`src/hw/rtl/lirs_pkg.sv`:
```
// Shared types and constants for the linear-interpolation stereo resampler.
package lirs_pkg;

    // Widths fixed by the sample and register formats.
    localparam int SAMPLE_W = 16;
    localparam int PHASE_W  = 33;
    localparam int STEP_W   = 32;
    localparam int CFG_ADDR_W = 1;

    // Default design parameters.
    localparam int MAX_RUN_DEF   = 64;
    localparam int FRAC_BITS_DEF = 24;

    // Register indexes on the configuration port.
    localparam logic [CFG_ADDR_W-1:0] REG_RATIO_STEP = 1'b0;
    localparam logic [CFG_ADDR_W-1:0] REG_MONO_INPUT = 1'b1;

    // Reset value of the phase increment (one at 24 fraction bits).
    localparam logic [STEP_W-1:0] RATIO_STEP_RESET = 32'h0100_0000;

    // Saturation limits.
    localparam logic signed [SAMPLE_W-1:0] SAMPLE_MAX = 16'sh7FFF;
    localparam logic signed [SAMPLE_W-1:0] SAMPLE_MIN = 16'sh8000;

    // Sequencer states.
    typedef enum logic {
        ST_IDLE,
        ST_RUN
    } seq_state_t;

    // One output request issued by the sequencer into the lanes.
    typedef struct packed {
        logic valid;
        logic last;
    } issue_t;

endpackage

```
`src/hw/rtl/lirs_lane.sv`:
```
// One interpolation lane: multiply stage, then truncate and saturate.
module lirs_lane #(
    parameter int FRAC_BITS = lirs_pkg::FRAC_BITS_DEF
) (
    input  logic                                 clk,
    input  logic                                 en,
    input  logic signed [lirs_pkg::SAMPLE_W-1:0] prev,
    input  logic signed [lirs_pkg::SAMPLE_W-1:0] cur,
    input  logic        [FRAC_BITS-1:0]          frac,
    output logic signed [lirs_pkg::SAMPLE_W-1:0] result
);

    localparam int DIFF_W = lirs_pkg::SAMPLE_W + 1;
    localparam int NUM_W  = FRAC_BITS + lirs_pkg::SAMPLE_W + 2;
    localparam int Q_W    = lirs_pkg::SAMPLE_W + 2;

    logic signed [DIFF_W-1:0]            diff;
    logic signed [FRAC_BITS:0]           frac_s;
    logic signed [NUM_W-1:0]             prod_next;
    logic signed [NUM_W-1:0]             prod_reg;
    logic signed [lirs_pkg::SAMPLE_W-1:0] base_reg;
    logic signed [NUM_W-1:0]             base_ext;
    logic signed [NUM_W-1:0]             num;
    logic signed [Q_W-1:0]               q_floor;
    logic signed [Q_W-1:0]               q;
    logic                                round_up;

    // Stage one: slope times phase fraction.
    always_comb
    begin
        diff      = $signed({cur[lirs_pkg::SAMPLE_W-1], cur})
                  - $signed({prev[lirs_pkg::SAMPLE_W-1], prev});
        frac_s    = $signed({1'b0, frac});
        prod_next = NUM_W'(diff) * NUM_W'(frac_s);
    end

    always_ff @(posedge clk)
    begin
        if (en)
        begin
            prod_reg <= prod_next;
            base_reg <= prev;
        end
    end

    // Stage two: add the base, divide by 2**FRAC_BITS with truncation toward zero, clamp.
    always_comb
    begin
        base_ext = $signed({{2{base_reg[lirs_pkg::SAMPLE_W-1]}}, base_reg,
                            {FRAC_BITS{1'b0}}});
        num      = base_ext + prod_reg;
        q_floor  = num[NUM_W-1:FRAC_BITS];
        round_up = num[NUM_W-1] && (|num[FRAC_BITS-1:0]);
        q        = q_floor + Q_W'(round_up);
        if (q > Q_W'(lirs_pkg::SAMPLE_MAX))
            result = lirs_pkg::SAMPLE_MAX;
        else if (q < Q_W'(lirs_pkg::SAMPLE_MIN))
            result = lirs_pkg::SAMPLE_MIN;
        else
            result = q[lirs_pkg::SAMPLE_W-1:0];
    end

endmodule

```
`src/hw/rtl/lirs_seq.sv`:
```
// Frame history, phase accumulator, configuration and output sequencing.
module lirs_seq #(
    parameter int MAX_RUN   = lirs_pkg::MAX_RUN_DEF,
    parameter int FRAC_BITS = lirs_pkg::FRAC_BITS_DEF
) (
    input  logic                                  clk,
    input  logic                                  rst_n,
    input  logic                                  cfg_we,
    input  logic        [lirs_pkg::CFG_ADDR_W-1:0] cfg_addr,
    input  logic        [lirs_pkg::STEP_W-1:0]     cfg_wdata,
    input  logic                                  in_valid,
    output logic                                  in_ready,
    input  logic signed [lirs_pkg::SAMPLE_W-1:0]  left_in,
    input  logic signed [lirs_pkg::SAMPLE_W-1:0]  right_in,
    input  logic                                  adv,
    output lirs_pkg::issue_t                      issue,
    output logic        [FRAC_BITS-1:0]           frac,
    output logic signed [lirs_pkg::SAMPLE_W-1:0]  prev_left,
    output logic signed [lirs_pkg::SAMPLE_W-1:0]  prev_right,
    output logic signed [lirs_pkg::SAMPLE_W-1:0]  cur_left,
    output logic signed [lirs_pkg::SAMPLE_W-1:0]  cur_right
);

    localparam int PW = lirs_pkg::PHASE_W;
    localparam int CW = (MAX_RUN > 1) ? $clog2(MAX_RUN) : 1;
    localparam logic [PW-1:0] ONE_PHASE = PW'(1) << FRAC_BITS;
    localparam logic [CW-1:0] CNT_LAST  = CW'(MAX_RUN - 1);

    lirs_pkg::seq_state_t state_reg, state_next;

    logic [lirs_pkg::STEP_W-1:0]         ratio_step_reg;
    logic                                mono_input_reg;
    logic                                primed_reg;
    logic [PW-1:0]                       phase_reg, phase_next;
    logic [CW-1:0]                       cnt_reg, cnt_next;
    logic signed [lirs_pkg::SAMPLE_W-1:0] prev_l_reg, prev_r_reg, cur_l_reg, cur_r_reg;
    logic signed [lirs_pkg::SAMPLE_W-1:0] r_sel;
    logic                                accept;
    logic [PW-1:0]                       phase_start;
    logic [PW-1:0]                       phase_sum;
    logic                                start_run;

    // Configuration registers.
    always_ff @(posedge clk or negedge rst_n)
    begin
        if (!rst_n)
        begin
            ratio_step_reg <= lirs_pkg::RATIO_STEP_RESET;
            mono_input_reg <= 1'b0;
        end
        else if (cfg_we)
        begin
            unique case (cfg_addr)
                lirs_pkg::REG_RATIO_STEP: ratio_step_reg <= cfg_wdata;
                lirs_pkg::REG_MONO_INPUT: mono_input_reg <= cfg_wdata[0];
                default: ;
            endcase
        end
    end

    // Phase arithmetic for a new frame and for each output.
    always_comb
    begin
        accept      = in_valid && in_ready;
        r_sel       = mono_input_reg ? left_in : right_in;
        if (!primed_reg)
            phase_start = '0;
        else if (phase_reg >= ONE_PHASE)
            phase_start = phase_reg - ONE_PHASE;
        else
            phase_start = '0;
        start_run   = (phase_start[PW-1:FRAC_BITS] == '0);
        phase_sum   = phase_reg + PW'(ratio_step_reg);
    end

    // Next state.
    always_comb
    begin
        state_next = state_reg;
        unique case (state_reg)
            lirs_pkg::ST_IDLE:
                if (accept && start_run)
                    state_next = lirs_pkg::ST_RUN;
            lirs_pkg::ST_RUN:
                if (issue.valid && issue.last)
                    state_next = lirs_pkg::ST_IDLE;
            default:
                state_next = lirs_pkg::ST_IDLE;
        endcase
    end

    // Outputs of the sequencer.
    always_comb
    begin
        in_ready    = 1'b0;
        issue.valid = 1'b0;
        unique case (state_reg)
            lirs_pkg::ST_IDLE: in_ready    = 1'b1;
            lirs_pkg::ST_RUN:  issue.valid = adv;
            default: ;
        endcase
        issue.last = (phase_sum[PW-1:FRAC_BITS] != '0) || (cnt_reg == CNT_LAST);
        frac       = phase_reg[FRAC_BITS-1:0];
    end

    // Phase and run counter updates.
    always_comb
    begin
        phase_next = phase_reg;
        cnt_next   = cnt_reg;
        if (accept)
        begin
            phase_next = phase_start;
            cnt_next   = '0;
        end
        else if (issue.valid)
        begin
            phase_next = phase_sum;
            cnt_next   = cnt_reg + CW'(1);
        end
    end

    always_ff @(posedge clk or negedge rst_n)
    begin
        if (!rst_n)
        begin
            state_reg  <= lirs_pkg::ST_IDLE;
            phase_reg  <= '0;
            cnt_reg    <= '0;
            primed_reg <= 1'b0;
            prev_l_reg <= '0;
            prev_r_reg <= '0;
            cur_l_reg  <= '0;
            cur_r_reg  <= '0;
        end
        else
        begin
            state_reg <= state_next;
            phase_reg <= phase_next;
            cnt_reg   <= cnt_next;
            if (accept)
            begin
                primed_reg <= 1'b1;
                prev_l_reg <= primed_reg ? cur_l_reg : left_in;
                prev_r_reg <= primed_reg ? cur_r_reg : r_sel;
                cur_l_reg  <= left_in;
                cur_r_reg  <= r_sel;
            end
        end
    end

    assign prev_left  = prev_l_reg;
    assign prev_right = prev_r_reg;
    assign cur_left   = cur_l_reg;
    assign cur_right  = cur_r_reg;

    // While a run is active the phase is below one.
    a_run_phase: assert property (@(posedge clk) disable iff (!rst_n)
        state_reg == lirs_pkg::ST_RUN |-> phase_reg[PW-1:FRAC_BITS] == '0)
        else $error("phase at or above one during a run");

    // The final output of a run returns the sequencer to idle.
    a_last_ends: assert property (@(posedge clk) disable iff (!rst_n)
        issue.valid && issue.last |=> state_reg == lirs_pkg::ST_IDLE)
        else $error("run continued after its last output");

    // A run issues only while the sequencer is in a run.
    a_issue_run: assert property (@(posedge clk) disable iff (!rst_n)
        issue.valid |-> !in_ready && adv)
        else $error("output issued outside a run");

    // A frame that opens a run clears the run counter.
    a_cnt_start: assert property (@(posedge clk) disable iff (!rst_n)
        accept && start_run |=> cnt_reg == '0 && state_reg == lirs_pkg::ST_RUN)
        else $error("run did not start cleanly");

endmodule

```
`src/hw/rtl/linear_interp_stereo_resampler_top.sv`:
```
// Top level of the linear-interpolation stereo resampler: lanes and merge stage.
// Path: sequencer run state, lanes' multiply stage, merge stage output register.
// Throughput: one output frame per cycle during a run while the output side accepts;
// a frame is taken only while the sequencer is idle and causes up to MAX_RUN outputs,
// issued one phase step per cycle into the left and right lanes while adv is high.
// Reset (rst_n, asynchronous, active low) clears history, phase and valid flags.
module linear_interp_stereo_resampler_top #(
    parameter int MAX_RUN   = lirs_pkg::MAX_RUN_DEF,
    parameter int FRAC_BITS = lirs_pkg::FRAC_BITS_DEF
) (
    input  logic                                   clk,
    input  logic                                   rst_n,
    input  logic                                   cfg_we,
    input  logic [lirs_pkg::CFG_ADDR_W-1:0]        cfg_addr,
    input  logic [lirs_pkg::STEP_W-1:0]            cfg_wdata,
    input  logic                                   s_tvalid,
    output logic                                   s_tready,
    input  logic [2*lirs_pkg::SAMPLE_W-1:0]        s_tdata,  // right_in (upper half), left_in (lower half)
    output logic                                   m_tvalid,
    input  logic                                   m_tready,
    output logic [2*lirs_pkg::SAMPLE_W-1:0]        m_tdata,  // right_out (upper half), left_out (lower half)
    output logic                                   m_tlast
);

    localparam int SW = lirs_pkg::SAMPLE_W;

    lirs_pkg::issue_t       issue;
    logic                   adv;
    logic [FRAC_BITS-1:0]   frac;
    logic signed [SW-1:0]   prev_left, prev_right, cur_left, cur_right;
    logic signed [SW-1:0]   left_res, right_res;
    logic                   s1_valid_reg, s1_last_reg;
    logic                   out_valid_reg, out_last_reg;
    logic signed [SW-1:0]   out_left_reg, out_right_reg;

    // Everything advances when the output register is free or being taken.
    assign adv = !out_valid_reg || m_tready;

    lirs_seq #(
        .MAX_RUN   (MAX_RUN),
        .FRAC_BITS (FRAC_BITS)
    ) u_seq (
        .clk        (clk),
        .rst_n      (rst_n),
        .cfg_we     (cfg_we),
        .cfg_addr   (cfg_addr),
        .cfg_wdata  (cfg_wdata),
        .in_valid   (s_tvalid),
        .in_ready   (s_tready),
        .left_in    ($signed(s_tdata[SW-1:0])),
        .right_in   ($signed(s_tdata[2*SW-1:SW])),
        .adv        (adv),
        .issue      (issue),
        .frac       (frac),
        .prev_left  (prev_left),
        .prev_right (prev_right),
        .cur_left   (cur_left),
        .cur_right  (cur_right)
    );

    lirs_lane #(
        .FRAC_BITS (FRAC_BITS)
    ) u_lane_left (
        .clk    (clk),
        .en     (adv),
        .prev   (prev_left),
        .cur    (cur_left),
        .frac   (frac),
        .result (left_res)
    );

    lirs_lane #(
        .FRAC_BITS (FRAC_BITS)
    ) u_lane_right (
        .clk    (clk),
        .en     (adv),
        .prev   (prev_right),
        .cur    (cur_right),
        .frac   (frac),
        .result (right_res)
    );

    // Valid and last flags follow the lanes' multiply stage.
    always_ff @(posedge clk or negedge rst_n)
    begin
        if (!rst_n)
        begin
            s1_valid_reg  <= 1'b0;
            s1_last_reg   <= 1'b0;
            out_valid_reg <= 1'b0;
            out_last_reg  <= 1'b0;
        end
        else if (adv)
        begin
            s1_valid_reg  <= issue.valid;
            s1_last_reg   <= issue.last;
            out_valid_reg <= s1_valid_reg;
            out_last_reg  <= s1_last_reg;
        end
    end

    // Merge stage: both lanes' results form one output frame.
    always_ff @(posedge clk)
    begin
        if (adv)
        begin
            out_left_reg  <= left_res;
            out_right_reg <= right_res;
        end
    end

    assign m_tvalid = out_valid_reg;
    assign m_tdata  = {out_right_reg, out_left_reg};
    assign m_tlast  = out_last_reg;

endmodule

```
`config.mk`:
```
export PLATFORM = sky130hd
export DESIGN_NAME = linear_interp_stereo_resampler_top
export DESIGN_NICKNAME = d
export VERILOG_FILES = /design/src/hw/rtl/lirs_pkg.sv /design/src/hw/rtl/lirs_lane.sv /design/src/hw/rtl/lirs_seq.sv /design/src/hw/rtl/linear_interp_stereo_resampler_top.sv
export SDC_FILE = /design/constraint.sdc
export NUM_CORES = 2
export LEC_CHECK = 0
export BUFFER_PORTS_ARGS = -buffer_cell sky130_fd_sc_hd__buf_2
export CAP_MARGIN = 20
export CORE_MARGIN = 3
export CORE_UTILIZATION = 45
export DETAILED_ROUTE_END_ITERATION = 7
export GPL_TIMING_DRIVEN = 0
export SLEW_MARGIN = 25
export SYNTH_ARGS = -nofsm -noshare
export SYNTH_HDL_FRONTEND = slang
export SYNTH_SLANG_ARGS = --single-unit
```
`constraint.sdc`:
```
create_clock -name clk -period 8.8 [get_ports clk]
set_input_delay 2.2 -clock clk [delete_from_list [all_inputs] [get_ports clk]]
set_output_delay 2.2 -clock clk [all_outputs]
set_load 0.01 [all_outputs]
```
==> flow_summary.toml <==
[cts]
postCtsHoldBufs = 0
clkTransAtPathRegs_ps = 60
tritoncts = "done"
cts_buffers = 38
clkLatencyLatePin_ps = 620
cts_htree_levels = 2
clockRootBuffer = "clkbuf_16"
ctsLongestPathBuffers = 3
numClockSinks = 290

[global_routing]
overflow = 0
grt_max_degree = 79
antenna_found_initial = 11
grt_usage_pct = 26.9
grt_pass1_wl_um = 210000
grt_pass1_vias = 35546

[final_layout]
final_common_cell = "inv_1"
n_fill_cell = 9188
final_cell_mix = "926 x inv_1, 673 x nand2_1, 660 x fa_1, 380 x ha_1, 206 x and2_1"
utilization_pct = 50.9
multiInputGateArea_um2 = 32600
syn2layout_area_growth_pct = 11.6
ff_latch_area_um2 = 8000
finalNetCount = 6183
drive_gt1_share_pct = 10.0

[worst_setup_path]
cp_max_fo = 7
worst_setup_path_end_kind = "flip-flop"
cp-start-kind = "flip-flop"
cp_common_cell = "fa_1"
worstPathRequired_ps = 9170
crit_type = "reg2reg"
cp_slowest_stage_delay_ps = 550
critPathArrivalTime_ps = 8970
cp_slowest_cell = "fa_1"

[die]
die_h_um = 319
die_area_um2 = 102000
die-width_um = 319
rows = 114
core_area_um2 = 97000
initial_utilization_pct = 45.6
io_pins = 105

[timing]
slew_headroom_pct = 22.3
fmax_mhz = 116
tns_ps = 0
hold_viol_final = 0
final.setup_skew_ps = 19.6
finalSetupViolCount = 0
report.final.slew_viol_count = 0
worst_hold_slack_ps = 441
tightest_slew_ps = 1170
timing.final.ws_setup_ps = 205
post-route-min-period_ps = 8590
fin_crit_sh_pct = 97.7

[synth]
async_flop_share_pct = 49.0
yosys_warnings = 0
synth_edf_count = 148
ys_types = 95
ys_seq_area_share_pct = 18.1
yosys-top-cells-area = "fa_1 30%, ha_1 11%, edfxtp_1 10%"
synth-seq-cells = 290
synthCells = 4860
synth_top_area_share_pct = 30.0
syn_nets = 5982
yosysTopAreaCell = "fa_1"
synth_area_um2 = 44200
syn_avg_cell_area_um2 = 9.10
ys.flop_type = "edfxtp_1"

[routing]
via_per_inst = 5.46
post_drt_wl_per_cell_um = 21.4
drc = 0
drt_iter0_drc = 3116
wirelength_um = 136000
dr.pass1.iters = 6
via_count = 34831
ant_nets = 0

[placed_design]
hpwlAfterDp_um = 108000
place_congestion = 0.974
place_ws_ps = -1560
portBuffers = 104

[worst_hold_path]
hp-class = "reg2reg"

[run]
maxCapViolations = 0

[outcome]
status = "complete, no violations"
[cell type report]
type,instances,share of cell area [%]
antenna,10,0.0507
buffer,222,2.25
clock buffer,48,2.02
clock inverter,21,0.842
inverter,929,7.07
multi-input combinational,3415,66.1
sequential,290,16.2
tap,1276,3.24
timing repair buffer,165,2.23
[cell families (layout without fill, tap and decap cells)]
logic type               after synthesis  count (layout)  share of synthesized area [%]
other                                  0              10                              0
XOR/XNOR                             162             162                           3.21
AO/OA/AOI/OAI                        643             643                           9.72
adder cells (fa/ha/maj)             1052            1052                           41.0
buffers and inverters               1155            1385                           9.90
multiplexers                          77              77                           1.84
AND/OR/NAND/NOR                     1481            1481                           16.2
flip-flops                           290             290                           18.1
[worst max-delay path, delay by kind of cell (launching register included)]
family,cells,cell delay [ps]
adder cells (fa/ha/maj),9,4000
AO/OA/AOI/OAI,10,2090
AND/OR/NAND/NOR,5,740
XOR/XNOR,2,590
buffers and inverters,5,500
flip-flops,1,440
[repair_timing]
item | CTS | global route
gates resized for setup | 147 | 126
pin swaps | 22 | 37
buffers inserted | 25 | 30
gates cloned | 0 | 1
setup endpoints to repair | 43 | 35
[layer usage]
layer | track usage (%) | part of all wire, % | routed length (um)
met1 | 36.1 | 42 | 57400
met2 | 41.5 | 44 | 60100
met3 | 7.49 | 9.5 | 13000
met4 | 10.2 | 4.2 | 5710
met5 | 0 | 0.012 | 17
[final timing paths]
path / start / endpoint / slack [ps] / cells after the start
worst min register to register: s1_valid_reg / m_tvalid / 440 / 2
worst max-delay path: u_seq.prev_right[0] / u_lane_right.prod_reg[30] / 210 / 31
min in group asynchronous: rst_n / u_seq.ratio_step_reg[3] / 1540 / 1
worst max register to register: u_seq.prev_right[0] / u_lane_right.prod_reg[30] / 210 / 31
max in group asynchronous: rst_n / u_seq.prev_right[1] / 6400 / 2
worst min-delay path: s1_valid_reg / m_tvalid / 440 / 2
[through the flow]
stage / instances / cell area [um^2]
detailed placement: 6245 / 46500
finish: 6376 / 49300
floorplan: 4860 / 44200
CTS: 6339 / 48700
global placement: 6240 / 46300
global route: 6366 / 49300
[cells in the mapped netlist (all sizes together) (23+ instances only)]
| cell | n |
|---|---|
| nor3b | 23 |
| nor2 | 178 |
| ha | 389 |
| a211oi | 33 |
| nor3 | 37 |
| nand2 | 674 |
| a21oi | 164 |
| o21ai | 177 |
| edfxtp | 148 |
| xnor2 | 106 |
| inv | 929 |
| mux2 | 35 |
| a21o | 69 |
| xor2 | 56 |
| and2 | 207 |
| or2 | 31 |
| nor2b | 126 |
| fa | 663 |
| dfrtp | 141 |
| nand3 | 61 |
| mux2i | 42 |
| clkbuf | 207 |
| nor4 | 29 |
| and3 | 23 |
Power is left out: the tool's default activity adds up to more than one toggle a clock period on the data nets, which glitch-free logic cannot reach.
